File: config.mk
export PLATFORM = sky130hd
export DESIGN_NAME = bdr_queue
export DESIGN_NICKNAME = d
export VERILOG_FILES = /design/src/hw/rtl/bdr_pkg.sv /design/src/hw/rtl/bdr_queue.sv
export SDC_FILE = /design/constraint.sdc
export NUM_CORES = 1
export LEC_CHECK = 0
export BUFFER_PORTS_ARGS = -buffer_cell sky130_fd_sc_hd__buf_2
export CAP_MARGIN = 40
export CORE_ASPECT_RATIO = 1.1
export CORE_MARGIN = 1
export CORE_UTILIZATION = 30
export CTS_CLUSTER_SIZE = 16
export DETAILED_ROUTE_END_ITERATION = 8
export PLACE_DENSITY = 0.54
export SKIP_CTS_REPAIR_TIMING = 1
export SLEW_MARGIN = 20
export SYNTH_ARGS = -nofsm -noshare
export SYNTH_HDL_FRONTEND = slang
export SYNTH_SLANG_ARGS = --single-unit
File: constraint.sdc
create_clock -name clock -period 3.71 [get_ports clock]
set_clock_uncertainty 0.05 [all_clocks]
set_input_delay 0.371 -clock clock [delete_from_list [all_inputs] [get_ports clock]]
set_output_delay 0.371 -clock clock [all_outputs]
set_load 0.005 [all_outputs]
File: src/hw/rtl/bdr_pkg.sv
// Shared types, constants and helpers for the box downscaler.
package bdr_pkg;

   localparam int DefMaxWidth  = 2048;
   localparam int DefMaxHeight = 2048;
   localparam int Channels     = 4;
   localparam int RegWidth     = 12;
   localparam int SumWidth     = 30;
   localparam int PixWidth     = 8;
   localparam int CsrIdxWidth  = 2;

   typedef enum logic [CsrIdxWidth-1:0] {
      CSR_SOURCE_WIDTH  = 2'd0,
      CSR_SOURCE_HEIGHT = 2'd1,
      CSR_TARGET_WIDTH  = 2'd2,
      CSR_TARGET_HEIGHT = 2'd3
   } csr_index_type;

   typedef logic [PixWidth-1:0] pix_type;
   typedef pix_type [Channels-1:0] pixel_type;
   typedef logic [SumWidth-1:0] sum_type;

   // Classified work for the back end: one entry per source pixel
   typedef struct packed {
      pixel_type  pix;
      logic       in_frame;      // pixel falls inside a kept box
      logic       row_end;       // last pixel of the source row
      logic       box_col_end;   // last column of horizontal box
      logic       first_row;     // first row of the band
      logic       last_row;      // last row of the band
      logic       last_out;      // final output pixel of the frame
      logic [13:0] out_col;      // output column index
   } work_type;

   // Zero acts as one, larger than hi acts as hi
   function automatic logic [13:0] clamp_size(input logic [13:0] v, input logic [13:0] hi);
      logic [13:0] r;
      if (v == 14'd0) r = 14'd1;
      else if (v > hi) r = hi;
      else r = v;
      return r;
   endfunction

endpackage

File: src/hw/rtl/bdr_queue.sv
// Small FIFO between front and back ends.
module bdr_queue
   import bdr_pkg::*;
(
   input  logic     clock,
   input  logic     reset,
   input  logic     push,
   input  work_type push_data,
   output logic     full,
   input  logic     pop,
   output logic     empty,
   output work_type pop_data
);
   work_type    mem_ff [4];
   logic [1:0]  wr_ff, rd_ff;
   logic [2:0]  cnt_ff;

   assign full = cnt_ff == 3'd4;
   assign empty = cnt_ff == 3'd0;
   assign pop_data = mem_ff[rd_ff];

   always_ff @(posedge clock) begin
      if (push) mem_ff[wr_ff] <= push_data;
      if (reset) begin
         wr_ff <= '0;
         rd_ff <= '0;
         cnt_ff <= '0;
      end else begin
         if (push) wr_ff <= wr_ff + 2'd1;
         if (pop) rd_ff <= rd_ff + 2'd1;
         cnt_ff <= cnt_ff + 3'(push) - 3'(pop);
      end
   end
endmodule

# Word level (Yosys, flattened, before mapping)
# Memories as Yosys holds them, arrays and structs flattened. A register that Yosys moved wholly into a read port is not among the register bits.
# Index checks and enable logic that the tools add are counted.
# op_classes
n_lt_le_gt_ge	0
n_mul	0
muxes	4
add_sub_neg	4
n_eq_ne	1
shift	0
div	0
n_reduce_logical	1
bitwise	0
# op_table
operator	n
adder 2 x 1 -> 2 bit (second input constant)	2
2-to-1 mux 2 bit	2
adder 3 x 1 -> 3 bit	1
== test 3 bit (second input constant)	1
logical NOT 3 bit	1
subtractor 3 x 1 -> 3 bit	1
2-to-1 mux 1 bit	2
# word_totals
n_memories	1
latch_bits	0
elab_cells	14
rom_bits	0
input_bits	56
out_inout_bits	54
register_bits	7
ram_bits	208
# mem_list
name	words	width	read_ports	rd_ports_with_merged_regs	write_ports	line	rtl
mem_ff	4	52	1	1	1	bdr_queue.sv:14	work_type mem_ff [4];

# Longest topological paths before layout
# Gate-level depths: netlist of the first run.
# depth
depth_word	3
mapped_depth	7
mapped_depth_nobuf	7

# Worst setup path after synthesis of the first run
# OpenSTA, ideal clock, no wires.
# synth_path
path_kind	register to register
startpoint	register wr_ff[0]
endpoint	memory mem_ff[2][0] in the netlist's numbering (enable)
path_stages_with_launch	4
required_time_ns	3.245
period_less_slack_ns	2.244
setup_ns	0.415
arrival_time_ns	1.779
path_slack_ns	1.466
path_buffers	0
path_cell_list	dfxtp_1 inv_1 ha_1 and2_1
# synth_rtl
item	line	rtl
from (decl)	bdr_queue.sv:15	logic [1:0] wr_ff, rd_ff;
from (signal assigned)	bdr_queue.sv:29	if (push) wr_ff <= wr_ff + 2'd1;
to (decl)	bdr_queue.sv:14	
# Straight into the memory's write port.

==> flow_metrics.py, run 1 <==
metrics = {
    "placement": {
        "place_ws_ps": 1350,
        "gp_congestion": 0.6726,
        "dp_hpwl_um": 8782,
        "portBuffers": 109,
    },
    "yosys": {
        "ys_seq_area_frac": 0.8029,
        "yosysWarnings": 0,
        "synth_nets": 377,
        "synth-seq-cells": 217,
        "synth_area_per_cell_um2": 25.49,
        "synth_cell_types": 22,
        "synth_area_mm2": 0.008004,
        "syn_inst": 314,
    },
    "critical_path": {
        "cp_slowest_cell": "dfxtp_4",
        "cp_slowest_stage_delay_ps": 810,
        "path_depth": 3,
        "cp_cell_sequence": "buf_12, mux4_2, buf_2",
        "worstPathBufferInverterCount": 2,
        "end_kind": "output port",
        "worstPathRequired_ps": 3290,
        "worstPathArrival_ps": 2350,
        "crit_family": "flip-flops",
        "reg2reg_depth": 7,
        "rrSetupSlack_ps": 1870,
        "critPathLaunchType": "register",
        "crit_fanout": 33,
        "critPathKind": "register to output port",
    },
    "worst_hold_path": {
        "hp-class": "input pin to register",
        "min_path_cells": 1,
    },
    "final_layout": {
        "seq_area_mm2": 0.006431,
        "num-fill-cells": 2412,
        "area_growth_pct": 23.85,
        "finalNetCount": 515,
        "multiInputGateArea_mm2": 0.001425,
        "drive_above_1_share": 0.4435,
        "post-route-util": 0.3792,
        "num_antenna_cells": 0,
    },
    "clock_network": {
        "clock_path_buffers": 3,
        "clock-root-buffer": "clkbuf_16",
        "cts_buffers": 24,
        "clk_latency_ps": 510,
        "cts_tree": "built",
        "htree_levels": 1,
        "cts_num_sinks": 217,
        "clk_pin_slew_worst_paths_ps": 60,
    },
    "outcome": {
        "run_status": "finished, final reports clean",
    },
    "sta": {
        "layout_setup_ws_ps": 939.8,
        "finalHoldViolations": 0,
        "rsz0062_at_grt": "no",
        "fin_crit_sh": 0.7467,
        "setup_viol": 0,
        "whs_ps": 16.52,
        "max_freq_mhz": 361.0,
        "fin_tns_setup_ps": 0,
        "min_period_ps": 2770,
        "tightestPinTransition_ps": 722.7,
        "relSlewSlack": 0.5182,
        "drv_slew": 0,
    },
    "detailed_routing": {
        "drt_wl_total_um": 15300,
        "dr.first_iter.drc_count": 179,
        "vias": 3636,
        "drc_errors": 0,
        "firstDrtPassIters": 4,
        "vias_per_cell": 4.429,
        "drtAntennaViolNets": 0,
        "routedWlPerCell_um": 18.64,
    },
    "pwr": {
        "p_leak_nw": 3.345,
        "powerDensity_mw_per_mm2": 588.9,
        "irDropWorstVdd_mv": 0.3959,
    },
    "floorplanning": {
        "die_area_mm2": 0.02734,
        "die_h_um": 173.3,
        "die_w_um": 157.7,
        "start_util": 0.3062,
        "ios": 110,
        "rows": 62,
        "core_area_mm2": 0.02614,
    },
    "grt": {
        "first_global_vias": 4012,
        "grt_usage": 0.1144,
        "overflow": 0,
        "grt_pass1_wl_um": 23390,
        "grt_max_degree": 34,
        "grt_antenna_before_repair": 2,
    },
    "job": {
        "cap_violations": 0,
    },
}
[worst paths after layout]
| check | to | startpoint |
|---|---|---|
| worst max register to register | cnt_ff[2] | cnt_ff[0] |
| worst max-delay path | pop_data[39] | register |
| worst min-delay path | mem_ff[1][50] | push_data[50] |
| worst min register to register | rd_ff[1] | rd_ff[1] |
[cells by family after synthesis]
logic type / after synthesis / synth area share
DFF: 217 / 0.8029
muxes: 53 / 0.1485
buffers and inverters: 18 / 0.02032
and+or+nand+nor: 14 / 0.009379
adders and majority gates: 7 / 0.01188
xor gates and xnor gates: 3 / 0.005159
AOI/OAI and AO/OA: 2 / 0.001875
[flip-flops by register name, summed over array words and instances (netlist names), named ones only]
name,flops
rd_ff,2
mem_ff,208
wr_ff,2
cnt_ff,3
[cells in the mapped netlist]
cell type,instances,area [um2]
nor2_1,5,18.77
xor3_1,1,23.77
inv_1,6,22.52
mux4_2,50,1126
and3_1,1,6.260
mux4_1,2,52.55
nor2b_1,2,12.51
dfxtp_1,9,180.2
xnor2_1,2,17.52
fa_1,1,20.02
buf_12,5,100.1
a21oi_1,1,5.000
nor3_1,1,5.000
edfxtp_1,208,6246
buf_6,1,11.26
and2_1,4,25.02
ha_1,6,75.07
a21bo_2,1,10.01
buf_2,5,25.02
mux2i_1,1,10.01
clkbuf_1,1,3.750
nand3b_1,1,7.510
[metrics by stage]
step / cell area [um2] / std cells / power, mW
6_report: 9913 / 821 / 5.837
3_3_place_gp: 8900 / 766 / 3.389
2_1_floorplan: 8004 / 314 / 3.201
5_1_grt: 9913 / 821 / 6.075
4_1_cts: 9816 / 813 / 5.931
3_5_place_dp: 8980 / 770 / 3.419
[layout make-up]
type                       instances  share of cell area
inverter                           6            0.002272
clock inverter                    16             0.02259
sequential                       217              0.6487
multi-input combinational         79              0.1438
tap                              352             0.04443
timing repair buffer             124             0.07649
clock buffer                      27             0.06172
[metal layers]
metal | vias to the layer above | track usage | share of wire
met4 | 4 | 0.03115 | 0.018
li1 | 1608 | - | -
met5 | - | 0 | 0.0014
met1 | 1909 | 0.1422 | 0.42
met3 | 29 | 0.03075 | 0.056
met2 | 86 | 0.1946 | 0.51
[layout by cell type, fill, tap and decap left out, drive strengths merged, types with 2 or more instances in the layout]
cell type,count
edfxtp,208
mux4,52
clkinv,10
xnor2,2
ha,6
nor2b,2
dfxtp,9
inv,7
and2,4
dlygate4sd3,7
clkbuf,27
bufinv,5
nor2,5
buf,117
[power by group]
group          switching, mW  total (mW)  internal, mW
registers             0.0598        2.88          2.82
logic                  0.223       0.486         0.263
clock network          0.937        2.48          1.54
No activity file was read; power rests on OpenSTA's default activity.
==> inputs of run 2 (changes only) <==
- clock period: 3.71 -> 2.9 ns (I/O delays scaled with it)
==> run 2 against run 1 <==
  * Die area did not move
  * Via count rose by 2.6%
  * Total power rose by 20%
  * First-iteration DRC count fell by 44%
  * Utilization rose by 1.1 points
  * Non-clock buffer count rose by 45
  * Register-to-register slack got worse by 830 ps
  * Global-route usage fell by 0.47 points
  * Final cell count rose by 5.2%
  * Sequential power rose by 27%
  * Critical path type unchanged
  * Critical endpoint is now pop_data[3]
==> flow_metrics.py, run 2 (synthesis results as in run 1) <==
metrics = {
    "outcome": {
        "run_status": "finished, final reports clean",
    },
    "placement": {
        "dp_hpwl_um": 8806,
        "portBuffers": 109,
        "gp_congestion": 0.6521,
        "place_area_mm2": 0.009000,
        "place_ws_ps": 825.8,
    },
    "critical_path": {
        "r2r-start": "cnt_ff[0]",
        "end_kind": "output port",
        "rr_endpoint": "cnt_ff[2]",
        "critPathKind": "register to output port",
        "cp_slowest_cell": "dfxtp_4",
        "critPathLaunchType": "register",
        "cp_cell_sequence": "buf_4, mux4_2, buf_2",
        "cp_slowest_stage_delay_ps": 640,
        "worstSetupEndpoint": "pop_data[3]",
        "crit_fanout": 21,
        "worstPathRequired_ps": 2560,
        "worstPathArrival_ps": 2190,
        "rrSetupSlack_ps": 1040,
        "reg2reg_depth": 7,
    },
    "final_layout": {
        "post-route-util": 0.3902,
        "largest_reg_flops": 208,
        "design_area_mm2": 0.01020,
        "largestRegisters": "mem_ff: 208 flops, cnt_ff: 3 flops",
        "multiInputGateArea_mm2": 0.001425,
        "drive_above_1_share": 0.3926,
        "num_antenna_cells": 0,
        "top_register": "mem_ff",
        "final_cell_mix": "208 x edfxtp_1, 109 x buf_2, 52 x dlygate4sd3_1",
        "seq_area_mm2": 0.006431,
        "area_growth_pct": 27.43,
        "num-fill-cells": 2411,
        "final_common_cell": "edfxtp_1",
        "finalNetCount": 559,
    },
    "clock_network": {
        "htree_levels": 1,
        "clk_pin_slew_worst_paths_ps": 60,
        "cts_tree": "built",
        "clk_latency_ps": 500,
        "cts_num_sinks": 217,
        "cts_buffers": 23,
        "clock_path_buffers": 3,
        "clock-root-buffer": "clkbuf_16",
    },
    "grt": {
        "grt_busiest_layer": "met2",
        "met2_usage": 0.1797,
        "grt_usage": 0.1097,
        "gr-usage-met3": 0.03125,
        "grt_pass1_wl_um": 22250,
        "overflow": 0,
        "use_met1": 0.1416,
        "first_global_vias": 3948,
        "grt_max_degree": 39,
        "grt_antenna_before_repair": 0,
    },
    "pwr": {
        "combPwrFrac": 0.098,
        "pwr-share-clk": 0.380,
        "p_switching_mw": 1.484,
        "p_seq_frac": 0.523,
        "p_leak_nw": 3.449,
        "netSwitchingFraction": 0.2117,
        "intPower_mw": 5.528,
        "irDropWorstVdd_mv": 0.2718,
        "powerDensity_mw_per_mm2": 687.5,
    },
    "floorplanning": {
        "die_h_um": 173.3,
        "rows": 62,
        "die_w_um": 157.7,
        "die_area_mm2": 0.02734,
        "ios": 110,
        "start_util": 0.3062,
        "core_area_mm2": 0.02614,
    },
    "sta": {
        "fin_tns_setup_ps": 0,
        "relSlewSlack": 0.6927,
        "finalHoldViolations": 0,
        "layout_setup_ws_ps": 374.8,
        "tightestPinTransition_ps": 460.9,
        "setup_viol": 0,
        "min_period_ps": 2525,
        "max_freq_mhz": 396.0,
        "drv_slew": 0,
        "rsz0062_at_grt": "no",
        "fin_crit_sh": 0.8707,
    },
    "worst_hold_path": {
        "hp-class": "input pin to register",
    },
    "detailed_routing": {
        "vias_per_cell": 4.316,
        "drt_wl_total_um": 14830,
        "vias": 3729,
        "drtAntennaViolNets": 0,
        "routedWlPerCell_um": 17.17,
        "dr.first_iter.drc_count": 100,
        "drc_errors": 0,
        "firstDrtPassIters": 4,
    },
    "job": {
        "cap_violations": 0,
    },
}
run 2: cell count changes in the layout (fill, tap and decap cells not counted), sizes merged:
| cell | before | now |
|---|---|---|
| bufinv | 5 | 1 |
| clkbuf | 27 | 31 |
| clkinv | 10 | 7 |
| clkinvlp | 0 | 1 |
| dlygate4sd3 | 7 | 52 |
run 2: layout make-up:
| type | instances | share of cell area |
|---|---|---|
| clock buffer | 31 | 0.05937 |
| clock inverter | 10 | 0.007237 |
| inverter | 6 | 0.002208 |
| multi-input combinational | 79 | 0.1397 |
| sequential | 217 | 0.6305 |
| tap | 352 | 0.04318 |
| timing repair buffer | 169 | 0.1178 |
run 2: power groups by stage:
stage	combinational, mW	sequential, mW	clock [mW]
final	0.684	3.66	2.66
after global routing	0.754	3.68	2.86
after CTS	0.647	3.67	2.76
after detailed placement	0.645	3.74	0
after global placement	0.612	3.73	0
after floorplan	0.394	3.70	0
run 2: worst min path at each step:
stage | start | end | slack (ps) | cells past startpoint
floorplan | reset | cnt_ff[0] | 310 | 1
finish | reset | register | 8 | 2
CTS | push_data[48] | mem_ff[2][48] | -80 | 1
global placement | push_data[17] | mem_ff[2][17] | 450 | 1
global route | reset | wr_ff[0] | 20 | 2
detailed placement | push_data[17] | mem_ff[0][17] | 460 | 1
run 2: stage by stage:
step / power (mW) / hold slack, ps / instances
finish: 7.012 / 7.927 / 864
global route: 7.296 / 15.68 / 864
CTS: 7.076 / -76.39 / 812
detailed placement: 4.380 / 458.4 / 771
global placement: 4.341 / 450.4 / 767
floorplan: 4.095 / 311.6 / 314
run 2: routing by layer:
layer / up-vias / wire, um
met5: - / 0
met4: 0 / 240
met3: 20 / 790
met2: 88 / 7290
met1: 1932 / 6509
li1: 1689 / -
run 2: worst max-delay path, delay by kind of cell, from the launching register on:
kind | cells | cell delay (ps)
DFF | 1 | 640
muxes | 1 | 540
buffers and inverters | 2 | 490
