`src/hw/rtl/bdr_pkg.sv`:
```
// Shared types, constants and helpers for the box downscaler.
package bdr_pkg;

   localparam int DefMaxWidth  = 2048;
   localparam int DefMaxHeight = 2048;
   localparam int Channels     = 4;
   localparam int RegWidth     = 12;
   localparam int SumWidth     = 30;
   localparam int PixWidth     = 8;
   localparam int CsrIdxWidth  = 2;

   typedef enum logic [CsrIdxWidth-1:0] {
      CSR_SOURCE_WIDTH  = 2'd0,
      CSR_SOURCE_HEIGHT = 2'd1,
      CSR_TARGET_WIDTH  = 2'd2,
      CSR_TARGET_HEIGHT = 2'd3
   } csr_index_type;

   typedef logic [PixWidth-1:0] pix_type;
   typedef pix_type [Channels-1:0] pixel_type;
   typedef logic [SumWidth-1:0] sum_type;

   // Classified work for the back end: one entry per source pixel
   typedef struct packed {
      pixel_type  pix;
      logic       in_frame;      // pixel falls inside a kept box
      logic       row_end;       // last pixel of the source row
      logic       box_col_end;   // last column of horizontal box
      logic       first_row;     // first row of the band
      logic       last_row;      // last row of the band
      logic       last_out;      // final output pixel of the frame
      logic [13:0] out_col;      // output column index
   } work_type;

   // Zero acts as one, larger than hi acts as hi
   function automatic logic [13:0] clamp_size(input logic [13:0] v, input logic [13:0] hi);
      logic [13:0] r;
      if (v == 14'd0) r = 14'd1;
      else if (v > hi) r = hi;
      else r = v;
      return r;
   endfunction

endpackage

```
`src/hw/rtl/bdr_if.sv`:
```
// Valid/ready channel interfaces for pixel, result and register traffic.
interface bdr_req_if;
   import bdr_pkg::*;
   logic valid;
   logic ready;
   pix_type red_in, green_in, blue_in, alpha_in;
   modport source (output valid, red_in, green_in, blue_in, alpha_in, input ready);
   modport sink (input valid, red_in, green_in, blue_in, alpha_in, output ready);
endinterface


interface bdr_csr_if;
   import bdr_pkg::*;
   logic valid;
   logic ready;
   logic [CsrIdxWidth-1:0] index;
   logic [RegWidth-1:0] data;
   modport source (output valid, index, data, input ready);
   modport sink (input valid, index, data, output ready);
endinterface

```
`src/hw/rtl/bdr_front.sv`:
```
// Front end: tracks raster position and classifies each source pixel.
module bdr_front
   import bdr_pkg::*;
#(
   parameter int MAX_WIDTH  = DefMaxWidth,
   parameter int MAX_HEIGHT = DefMaxHeight
)(
   input  logic        clock,
   input  logic        reset,
   bdr_req_if.sink     req,
   bdr_csr_if.sink     csr,
   input  logic        q_full,
   output logic        q_push,
   output work_type    q_data,
   output logic [23:0] area
);
   logic [RegWidth-1:0] sw_reg_ff, sh_reg_ff, tw_reg_ff, th_reg_ff;
   logic [13:0] sw, sh, tw, th;
   logic [13:0] div_w_ff, div_h_ff, tw_ff, th_ff, sw_ff, sh_ff;
   logic [11:0] area_w_ff, area_h_ff;
   logic [13:0] src_col_ff, src_row_ff, box_col_ff, box_row_ff, out_col_ff, out_row_ff;
   logic [13:0] src_col_in, src_row_in, box_col_in, box_row_in, out_col_in, out_row_in;
   logic [3:0]  dcnt_ff;
   logic [13:0] qw_ff, qh_ff, rw_ff, rh_ff;
   logic        cfg_busy_ff, cfg_load_ff, cfg_wait_ff;
   logic        take, in_frame, col_end;

   // register writes; sizes are recomputed after each write
   assign csr.ready = 1'b1;
   always_ff @(posedge clock) begin
      if (reset) begin
         sw_reg_ff <= 12'd1;
         sh_reg_ff <= 12'd1;
         tw_reg_ff <= 12'd1;
         th_reg_ff <= 12'd1;
      end else if (csr.valid) begin
         case (csr_index_type'(csr.index))
            CSR_SOURCE_WIDTH:  sw_reg_ff <= csr.data;
            CSR_SOURCE_HEIGHT: sh_reg_ff <= csr.data;
            CSR_TARGET_WIDTH:  tw_reg_ff <= csr.data;
            CSR_TARGET_HEIGHT: th_reg_ff <= csr.data;
            default: ;
         endcase
      end
   end

   assign sw = clamp_size({2'b0, sw_reg_ff}, 14'(MAX_WIDTH));
   assign sh = clamp_size({2'b0, sh_reg_ff}, 14'(MAX_HEIGHT));
   assign tw = clamp_size({2'b0, tw_reg_ff}, sw);
   assign th = clamp_size({2'b0, th_reg_ff}, sh);

   // division starts the cycle after a write, once the new sizes are visible;
   // the input is also held by cfg_wait_ff while the factor registers settle
   always_ff @(posedge clock) begin
      if (reset) begin
         cfg_load_ff <= 1'b0;
         cfg_wait_ff <= 1'b0;
      end else begin
         cfg_load_ff <= csr.valid && csr.ready;
         cfg_wait_ff <= cfg_busy_ff;
      end
   end

   // box factors by 14-step serial restoring division, started on reset and each write
   always_ff @(posedge clock) begin
      if (reset || cfg_load_ff) begin
         cfg_busy_ff <= 1'b1;
         dcnt_ff <= 4'd14;
         qw_ff <= sw;
         qh_ff <= sh;
         rw_ff <= '0;
         rh_ff <= '0;
      end else if (cfg_busy_ff) begin
         if ({rw_ff[12:0], qw_ff[13]} >= tw) begin
            rw_ff <= {rw_ff[12:0], qw_ff[13]} - tw;
            qw_ff <= {qw_ff[12:0], 1'b1};
         end else begin
            rw_ff <= {rw_ff[12:0], qw_ff[13]};
            qw_ff <= {qw_ff[12:0], 1'b0};
         end
         if ({rh_ff[12:0], qh_ff[13]} >= th) begin
            rh_ff <= {rh_ff[12:0], qh_ff[13]} - th;
            qh_ff <= {qh_ff[12:0], 1'b1};
         end else begin
            rh_ff <= {rh_ff[12:0], qh_ff[13]};
            qh_ff <= {qh_ff[12:0], 1'b0};
         end
         dcnt_ff <= dcnt_ff - 4'd1;
         if (dcnt_ff == 4'd1) cfg_busy_ff <= 1'b0;
      end
   end

   always_ff @(posedge clock) begin
      sw_ff <= sw;
      sh_ff <= sh;
      tw_ff <= tw;
      th_ff <= th;
      div_w_ff <= qw_ff;
      div_h_ff <= qh_ff;
      area_w_ff <= qw_ff[11:0];
      area_h_ff <= qh_ff[11:0];
   end
   assign area = area_w_ff * area_h_ff;

   assign req.ready = !q_full && !cfg_load_ff && !cfg_busy_ff && !cfg_wait_ff;
   assign take = req.valid && req.ready;
   assign in_frame = (out_col_ff < tw_ff) && (out_row_ff < th_ff);
   assign col_end = box_col_ff >= div_w_ff - 14'd1;

   // raster and box counters
   always_comb begin
      src_col_in = src_col_ff;
      src_row_in = src_row_ff;
      box_col_in = box_col_ff;
      box_row_in = box_row_ff;
      out_col_in = out_col_ff;
      out_row_in = out_row_ff;
      if (in_frame) begin
         if (col_end) begin
            out_col_in = out_col_ff + 14'd1;
            box_col_in = '0;
         end else begin
            box_col_in = box_col_ff + 14'd1;
         end
      end
      if (src_col_ff >= sw_ff - 14'd1) begin
         src_col_in = '0;
         box_col_in = '0;
         out_col_in = '0;
         if (out_row_ff < th_ff) begin
            if (box_row_ff >= div_h_ff - 14'd1) begin
               box_row_in = '0;
               out_row_in = out_row_ff + 14'd1;
            end else begin
               box_row_in = box_row_ff + 14'd1;
            end
         end
         if (src_row_ff >= sh_ff - 14'd1) begin
            src_row_in = '0;
            out_row_in = '0;
            box_row_in = '0;
         end else begin
            src_row_in = src_row_ff + 14'd1;
         end
      end else begin
         src_col_in = src_col_ff + 14'd1;
      end
   end

   always_ff @(posedge clock) begin
      if (reset) begin
         src_col_ff <= '0;
         src_row_ff <= '0;
         box_col_ff <= '0;
         box_row_ff <= '0;
         out_col_ff <= '0;
         out_row_ff <= '0;
      end else if (take) begin
         src_col_ff <= src_col_in;
         src_row_ff <= src_row_in;
         box_col_ff <= box_col_in;
         box_row_ff <= box_row_in;
         out_col_ff <= out_col_in;
         out_row_ff <= out_row_in;
      end
   end

   // classified item toward the queue; dropped pixels still mark row ends
   assign q_push = take;
   always_comb begin
      q_data.pix = {req.alpha_in, req.blue_in, req.green_in, req.red_in};
      q_data.in_frame = in_frame;
      q_data.row_end = src_col_ff >= sw_ff - 14'd1;
      q_data.box_col_end = in_frame && col_end;
      q_data.first_row = box_row_ff == 14'd0;
      q_data.last_row = box_row_ff >= div_h_ff - 14'd1;
      q_data.last_out = (out_col_ff == tw_ff - 14'd1) && (out_row_ff == th_ff - 14'd1);
      q_data.out_col = out_col_ff;
   end
endmodule

```
`src/flat_wrapper.sv`:
```
// flat-port wrapper written by rule: the top's interface ports become plain ports
module bdr_front_flat import bdr_pkg::*;
#(
   parameter int MAX_WIDTH  = DefMaxWidth,
   parameter int MAX_HEIGHT = DefMaxHeight
)
  (clock, reset, q_full, q_push, q_data, area, req_valid, req_red_in, req_green_in, req_blue_in, req_alpha_in, req_ready, csr_valid, csr_index, csr_data, csr_ready);
  bdr_req_if req_i ();
  bdr_csr_if csr_i ();
  input  logic clock;
  input  logic reset;
  input  logic q_full;
  output logic q_push;
  output work_type q_data;
  output logic [23:0] area;
  input wire logic [$bits(req_i.valid)-1:0] req_valid;
  input wire logic [$bits(req_i.red_in)-1:0] req_red_in;
  input wire logic [$bits(req_i.green_in)-1:0] req_green_in;
  input wire logic [$bits(req_i.blue_in)-1:0] req_blue_in;
  input wire logic [$bits(req_i.alpha_in)-1:0] req_alpha_in;
  output wire logic [$bits(req_i.ready)-1:0] req_ready;
  input wire logic [$bits(csr_i.valid)-1:0] csr_valid;
  input wire logic [$bits(csr_i.index)-1:0] csr_index;
  input wire logic [$bits(csr_i.data)-1:0] csr_data;
  output wire logic [$bits(csr_i.ready)-1:0] csr_ready;
  assign req_i.valid = req_valid;
  assign req_i.red_in = req_red_in;
  assign req_i.green_in = req_green_in;
  assign req_i.blue_in = req_blue_in;
  assign req_i.alpha_in = req_alpha_in;
  assign req_ready = req_i.ready;
  assign csr_i.valid = csr_valid;
  assign csr_i.index = csr_index;
  assign csr_i.data = csr_data;
  assign csr_ready = csr_i.ready;
  bdr_front #(.MAX_WIDTH(MAX_WIDTH), .MAX_HEIGHT(MAX_HEIGHT)) u_core (.clock(clock), .reset(reset), .req(req_i), .csr(csr_i), .q_full(q_full), .q_push(q_push), .q_data(q_data), .area(area));
endmodule
```
`config.mk`:
```
export PLATFORM = sky130hd
export DESIGN_NAME = bdr_front_flat
export DESIGN_NICKNAME = d
export VERILOG_FILES = /design/src/hw/rtl/bdr_pkg.sv /design/src/hw/rtl/bdr_if.sv /design/src/hw/rtl/bdr_front.sv /design/src/flat_wrapper.sv
export SDC_FILE = /design/constraint.sdc
export NUM_CORES = 1
export LEC_CHECK = 0
export BUFFER_PORTS_ARGS = -buffer_cell sky130_fd_sc_hd__buf_2
export CORE_ASPECT_RATIO = 1.1
export CORE_MARGIN = 3
export CORE_UTILIZATION = 50
export CTS_CLUSTER_DIAMETER = 120
export DETAILED_ROUTE_END_ITERATION = 10
export PLACE_DENSITY_LB_ADDON = 0.1
export SLEW_MARGIN = 20
export SYNTH_ARGS = -nofsm -noshare
export SYNTH_HDL_FRONTEND = slang
export SYNTH_SLANG_ARGS = --single-unit
```
`constraint.sdc`:
```
create_clock -name clock -period 5.3 [get_ports clock]
set_input_delay 0.53 -clock clock [delete_from_list [all_inputs] [get_ports clock]]
set_output_delay 0.53 -clock clock [all_outputs]
set_load 0.05 [all_outputs]
```
==> After elaboration in Yosys (flattened, before gate mapping) <==
Index checks and enable logic that the tools add are counted.
{ "totals": {"regBits": 301, "in_bits": 51, "out_inout_bits": 79, "elab_cells": 124} }
{ "op_classes": {"n_addsub": 15, "multipliers": 1, "order_cmp": 12, "n_eq_ne": 6, "n_mux": 32, "reduce_logical": 32} }
{ "op_table": {"columns": ["cell", "count"], "rows": [
  ["$mux 14", 24],
  ["$add 14x1->14 const B", 6],
  ["$ge 14x14->1", 6],
  ["$sub 14x1->14 const B", 6],
  ["$logic_not 12->1", 4],
  ["$eq 14x14->1", 2],
  ["$gt 12x14->1", 2],
  ["$lt 14x14->1", 2],
  ["$mux 13", 2],
  ["$sub 13x13->13", 2],
  ["$gt 12x12->1 const B", 2],
  ["$mul 12x12->24", 1],
  ["$mux 12", 2],
  ["$logic_not 14->1", 1],
  ["$reduce_and 2->1", 6],
  ["$reduce_bool 2->1", 5],
  ["$logic_and 1x1->1", 7],
  ["$reduce_and 3->1", 2],
  ["$eq 2x2->1 const B", 2],
  ["$eq 4x1->1 const B", 1],
  ["$logic_not 1->1", 4],
  ["$mux 1", 4],
  ["$reduce_and 4->1", 1],
  ["$sub 4x1->4 const B", 1],
  ["3 further kinds", 3]
]} }

==> Depth between registers and ports, before layout <==
Gate-level depths: netlist of run 1.
{ "depth": {"word_depth": 10, "mapped_depth": 25} }

==> Worst setup path after synthesis of run 1 <==
No wires, ideal clock.
{ "synth_path": {"path_type": "register to output", "startpoint": "reg u_core.div_w_ff[3] (netlist name)", "endpoint": "out area[23]", "arrival_ns": 5.799, "required_ns": 4.770, "path_slack_ns": -1.029, "path_stages_with_launch": 22, "path_buffers": 2, "cell_sequence": "dfxtp_1 -> clkbuf_1 -> clkbuf_1 -> nand2_1 -> fa_1 -> inv_1 -> fa_1 -> inv_1 -> fa_1 -> inv_1 -> fa_1 -> inv_1 -> fa_1 -> inv_1 -> ha_1 -> nand3_1 -> a211o_1 -> a31oi_1 -> a41oi_1 -> o21ai_0 -> a21oi_1 -> xnor2_1"} }
{ "synth_rtl": {"columns": ["item", "line", "source"], "rows": [
  ["end, declared", "flat_wrapper.sv:15", "output logic [23:0] area;"]
]} }

==> flow_summary.toml, run 1 <==
[sta]
fin_skew_ps = 21.4
slew_violations = 0
finalHoldViolations = 0
setup_viol = 13
tightest_slew_ps = 935
min_period_ps = 6040
max_clock_freq_mhz = 166
finalWorstSetupSlack_ps = -739
period_share_pct = 114
relSlewSlack_pct = 37.0
rsz0062_at_grt = "yes"

[worst_setup_path]
crit_type = "reg2out"
critical-path-top-delay-family = "adder cells"
r2r-start = "u_core.sw_reg_ff[11]"
critical-path-max-stage-delay_ps = 540
critPathBufInv = 5
crit_arrival_ps = 5510
worstSetupStartpointType = "flop"
worstPathRequired_ps = 4770
critical_path.cell_chain = "buf_12 > nand2_1 > fa_1 > inv_1 > fa_1 > fa_1 > fa_1 > inv_1 > fa_1 > inv_1 > ha_4 > or2_4 > a21oi_4 > a31oi_4 > a41oi_4 > o21bai_1 > a21oi_2 > xnor2_4 > buf_6"
cpMaxStageDelayCell = "fa_1"
rr_endpoint = "u_core.rw_ff[3]"
ff2ff_setup_slack_ps = 290
crit_fanout = 6
crit_path_end_kind = "output port"
worstRegToRegCells = 23
crit_top_cell = "fa_1"

[pwr]
total_power_uw = 7730
ir_drop_mv = 0.291
leakage_uw = 0.0108
power_per_cell_area_mw_per_mm2 = 328

[global_routing]
antenna_found_initial = 0
grt_start_max_net_pins = 51
grt_usage_pct = 24.4
grt_pass1_vias = 16900
grt_pass1_wl_um = 86000
overflow = 0

[route]
initialDrtViolationCount = 921
firstDrtPassIters = 5
vias = 17300
drt-wirelength-per-cell_um = 17.4
antenna_left = 0
drt_wl_total_um = 53800
viasPerCell = 5.62
drc_errors = 0

[finish]
final_util_pct = 58.6
nFillCells = 3671
final_common_cell = "nand2_1"
diodes = 0
drive_gt1_share_pct = 15.2
nets = 2906
seqCellArea_mm2 = 0.00571
multiInputGateArea_mm2 = 0.0138
layout_common_cells = "nand2_1, dfxtp_1, inv_1"
areaGrowthSynthToFinish_pct = 15.4

[synthesis]
yosys_warnings = 0
synth_cells = 2438
yosys.cell_types.count = 82
synth_ff_type = "dfxtp_1"
synth-edff-count = 28
avgSynthCellArea_um2 = 8.38
synth-seq-cells = 269
synth_area_mm2 = 0.0204
synth-async-reset-ratio_pct = 0
yosysSeqAreaShare_pct = 27.7
syn-num-nets = 2798

[clocking]
root_buffer = "clkbuf_16"
cts_buffers = 30
insertion_delay_ps = 570
clkSinkCount = 269
h-tree-depth = 1
clk_path_buf_depth = 3
cts.clk_slew.worst_paths_ps = 60
cts_tree = "built"

[floorplan]
io_pins = 130
coreArea_mm2 = 0.0403
die_w_um = 199
num_rows = 77
start_util_pct = 50.8
dieArea_mm2 = 0.0433
die_h_um = 218

[outcome]
violations = "setup timing"
status = "finished, violations left"

[worst_hold_path]
worstHoldPathType = "in2reg"
min_from = "csr_data[3]"
whs_path_depth = 3
holdPathEnd = "u_core.sw_reg_ff[3]"

[placement]
dp_hpwl_um = 41700
port_buffers = 64
gp_congestion = 0.918

[run]
maxCapViolCount = 0
[metrics by stage]
stage	hold slack, ps	instance area [um^2]	std cells	setup slack (ps)	TNS [ps]
final	247	23600	3082	-739	-6970
after floorplan	339	20900	2438	-104	-181
after global routing	235	23600	3082	-942	-9750
after detailed placement	357	22000	3001	-414	-2110
after global placement	350	22000	3001	-325	-1600
after CTS	228	23300	3065	-802	-6720
[flip-flops by register name (all words and copies together) (netlist names), 12 cells and up]
signal	count
u_core.out_row_ff	14
u_core.th_reg_ff	12
u_core.sw_reg_ff	12
u_core.box_col_ff	14
u_core.rh_ff	13
u_core.sw_ff	12
u_core.qh_ff	14
u_core.div_h_ff	14
u_core.box_row_ff	14
u_core.div_w_ff	14
u_core.sh_reg_ff	12
u_core.src_col_ff	14
u_core.sh_ff	12
u_core.th_ff	12
u_core.qw_ff	14
u_core.rw_ff	13
u_core.tw_ff	12
u_core.src_row_ff	14
u_core.tw_reg_ff	12
u_core.out_col_ff	14
[cells in the mapped netlist, drive strengths merged (7+ instances only)]
master / count / share of area (%)
a31oi: 20 / 0.64
a2111oi: 10 / 0.49
xor2: 48 / 2.1
and2: 61 / 1.9
o21ai: 101 / 2.5
a211oi: 30 / 1.2
nand3: 57 / 1.4
or2: 7 / 0.21
dfxtp: 241 / 24
and3: 26 / 0.80
o21a: 8 / 0.29
nand2: 355 / 6.5
nor2b: 18 / 0.55
ha: 207 / 13
a21oi: 148 / 3.6
or3: 21 / 0.64
or4: 11 / 0.40
nor2: 141 / 2.6
fa: 102 / 10
clkbuf: 83 / 1.5
nor4: 31 / 1.2
o211ai: 12 / 0.44
a21o: 69 / 2.5
mux2i: 15 / 0.73
nor3: 62 / 1.5
nand2b: 16 / 0.49
xnor2: 95 / 4.1
edfxtp: 28 / 4.1
nand4: 42 / 1.3
inv: 224 / 4.1
buf: 54 / 1.8
[layout make-up]
| cell class | count | share of cell area [%] |
|---|---|---|
| clock inverters | 16 | 0.727 |
| clock buffers | 39 | 3.63 |
| multi-input cells | 1808 | 58.3 |
| flip-flops and latches | 269 | 24.2 |
| repair buffers | 213 | 6.77 |
| well taps | 513 | 2.72 |
| inverters | 224 | 3.58 |
[cells by family (layout without fill, tap and decap cells)]
kind of cell / after synthesis / after routing / synth area share (%)
other: 1 / 1 / 0.0183
buffers and inverters: 361 / 492 / 7.41
AND/OR/NAND/NOR: 866 / 866 / 20.3
XOR/XNOR: 143 / 143 / 6.13
AO/OA/AOI/OAI: 473 / 473 / 15.0
flip-flops: 269 / 269 / 27.7
adder cells (fa/ha/maj): 309 / 309 / 22.7
multiplexers: 16 / 16 / 0.790
[what timing repair did]
item | in CTS | in global routing
cloned | 0 | 0
gates resized for setup | 57 | 44
buffers inserted | 9 | 17
endpoints found under the setup margin | 16 | 35
pin swaps | 18 | 15
hold buffers | 0 | 0
[how the worst max path moves through the flow]
stage               depth (start not counted)               start  slack [ps]       end
global route                               19  u_core.div_h_ff[5]        -940  area[21]
finish                                     19  u_core.div_h_ff[5]        -740  area[21]
floorplan                                  19  u_core.div_h_ff[6]        -100  area[21]
detailed placement                         18  u_core.div_h_ff[5]        -410  area[21]
CTS                                        19  u_core.div_h_ff[6]        -800  area[21]
global placement                           21  u_core.div_w_ff[3]        -330  area[21]
[routing by layer]
| layer | vias up | GRT usage [%] | part of all wire [%] |
|---|---|---|---|
| li1 | 8529 | - | - |
| met1 | 8251 | 31.5 | 44 |
| met2 | 440 | 43.3 | 49 |
| met3 | 90 | 2.73 | 4.8 |
| met4 | 0 | 6.37 | 2.5 |
| met5 | - | 0 | 0 |
[power breakdown]
group          internal (uW)  switching, uW
registers               2220            189
clock network           1290            882
logic                   1350           1790
total                   4860           2860
[worst min-delay path, delay by kind of cell]
kind	cells	cell delay, ps
and+or+nand+nor	1	60
buffers and inverters	1	140
AOI/OAI and AO/OA	1	50
No activity file was read; power rests on OpenSTA's default activity.
==> run 2: changes to the inputs <==
--- a/config.mk
+++ b/config.mk
@@ -11,7 +11,7 @@
 export CORE_UTILIZATION = 50
 export CTS_CLUSTER_DIAMETER = 120
 export DETAILED_ROUTE_END_ITERATION = 10
-export PLACE_DENSITY_LB_ADDON = 0.1
+export PLACE_DENSITY = 0.7
 export SLEW_MARGIN = 20
 export SYNTH_ARGS = -nofsm -noshare
 export SYNTH_HDL_FRONTEND = slang
==> run 2 against run 1 <==
Compared with the run above: the run still ends with setup timing left; routed wire length is 2.2% lower; combinational power hardly changed; maximum frequency is 0.50% lower; power is 0.21% lower; worst hold slack better by 6.4 ps; sequential cell count stayed put; final cell count is 0.39% lower; highest routed layer unchanged.
==> flow_summary.toml, run 2 (synthesis results as in run 1) <==
[worst_setup_path]
critical-path-top-delay-family = "adder cells"
r2r-start = "u_core.sh_reg_ff[11]"
critPathLaunch = "u_core.div_h_ff[5]"
critPathBufInv = 4
critical-path-max-stage-delay_ps = 560
crit_arrival_ps = 5540
worstPathRequired_ps = 4770
critical_path.cell_chain = "nand2_2 > fa_1 > inv_2 > fa_2 > fa_1 > inv_2 > fa_1 > inv_1 > fa_1 > ha_4 > or3_4 > o22ai_2 > a211o_1 > a31oi_4 > a41oi_4 > o21bai_2 > a21oi_2 > xnor2_4 > buf_6"
crit_top_cell = "fa_1"
worstRegToRegCells = 22
worstSetupStartpointType = "flop"
rr_endpoint = "u_core.rh_ff[5]"
ff2ff_setup_slack_ps = 380
cpMaxStageDelayCell = "fa_1"
crit_fanout = 7
crit_type = "reg2out"
crit_path_end_kind = "output port"

[route]
initialDrtViolationCount = 934
firstDrtPassIters = 6
antenna_left = 0
viasPerCell = 5.69
vias = 17500
drt-wirelength-per-cell_um = 17.1
drc_errors = 0
drt_wl_total_um = 52600

[outcome]
violations = "setup timing"
status = "finished, violations left"

[global_routing]
antenna_found_initial = 0
grt_usage_pct = 23.8
overflow = 0
grt_pass1_vias = 17500
grt_start_max_net_pins = 54
grt_pass1_wl_um = 85000
met3_usage_pct = 2.98
grt_util_met2_pct = 42.8
grt_use_met1_pct = 29.6
grt.busiest_layer = "met2"

[finish]
nets = 2895
layout_common_cells = "nand2_1, dfxtp_1, inv_1"
diodes = 0
fin_cells = 3070
nFillCells = 3585
final_common_cell = "nand2_1"
final_util_pct = 58.4
drive_gt1_share_pct = 14.9
areaGrowthSynthToFinish_pct = 15.1

[pwr]
ir_drop_mv = 0.258
clock_power_share_pct = 28.1
swShare_pct = 36.4
p_comb_share_pct = 40.7
total_power_uw = 7710
internal_power_uw = 4900
p_switching_uw = 2810
power_per_cell_area_mw_per_mm2 = 328
p_seq_share_pct = 31.2
leakage_uw = 0.0108

[sta]
fin_skew_ps = 23.7
whs_ps = 253
tightest_slew_ps = 1030
max_clock_freq_mhz = 165
finalHoldViolations = 0
rsz0062_at_grt = "yes"
relSlewSlack_pct = 30.7
setup_viol = 14
slew_violations = 0
finalWorstSetupSlack_ps = -769
min_period_ps = 6070
period_share_pct = 115

[worst_hold_path]
whs_path_depth = 3
holdPathEnd = "u_core.th_reg_ff[1]"
worstHoldPathType = "in2reg"
min_from = "csr_data[1]"

[placement]
port_buffers = 64
placedCellCount = 2998
gp_congestion = 0.956
dp_hpwl_um = 40900
pre_cts_ws_ps = -446

[clocking]
cts_tree = "built"
cts_buffers = 29
cts.clk_slew.worst_paths_ps = 60
insertion_delay_ps = 560
clkSinkCount = 269
h-tree-depth = 1
root_buffer = "clkbuf_16"
clk_path_buf_depth = 3

[floorplan]
dieArea_mm2 = 0.0433
io_pins = 130
die_h_um = 218
coreArea_mm2 = 0.0403
start_util_pct = 50.8
num_rows = 77
die_w_um = 199

[run]
maxCapViolCount = 0
[run 2: worst max path at each step]
stage | endpoint | cells past startpoint
after floorplan | area[21] | 19
after global placement | area[21] | 17
after detailed placement | area[21] | 19
after CTS | area[21] | 19
after global routing | area[21] | 19
final | area[21] | 19
[run 2: metal layers]
| metal | vias up | wire, um |
|---|---|---|
| li1 | 8492 | - |
| met1 | 8422 | 22200 |
| met2 | 454 | 26200 |
| met3 | 96 | 2740 |
| met4 | 0 | 1470 |
| met5 | - | 0 |
[run 2: stage by stage]
step	instance area (um^2)	TNS, ps
2_1_floorplan	20900	-181
3_3_place_gp	22000	-1300
3_5_place_dp	22000	-2040
4_1_cts	23300	-6750
5_1_grt	23500	-9160
6_report	23500	-7030
[run 2: power by group through the flow]
stage | clock (uW) | combinational (uW) | sequential [uW]
6_report | 2160 | 3140 | 2410
5_1_grt | 2270 | 3490 | 2430
4_1_cts | 2200 | 3120 | 2400
3_5_place_dp | 0 | 3090 | 2450
3_3_place_gp | 0 | 3000 | 2440
2_1_floorplan | 0 | 2400 | 2390
[run 2: tightest hold or removal path, delay by kind of cell]
kind            cells  cell delay (ps)
compound gates      1               50
buf+inv             1              130
simple gates        1               60
[run 2: area by class of cell]
type | instances | area [um^2] | area share (%)
Multi-Input combinational cell | 1808 | 13800 | 58.6
Sequential cell | 269 | 5710 | 24.3
Timing Repair Buffer | 203 | 1510 | 6.44
Inverter | 224 | 845 | 3.59
Clock buffer | 31 | 743 | 3.16
Tap cell | 513 | 642 | 2.73
Clock inverter | 22 | 284 | 1.21
[run 2: timing repair]
item | 4_1_cts | 5_1_grt
buffers inserted | 14 | 5
hold buffers | 0 | 0
gates resized for setup | 68 | 43
pin swaps | 21 | 29
setup endpoints to repair | 15 | 22
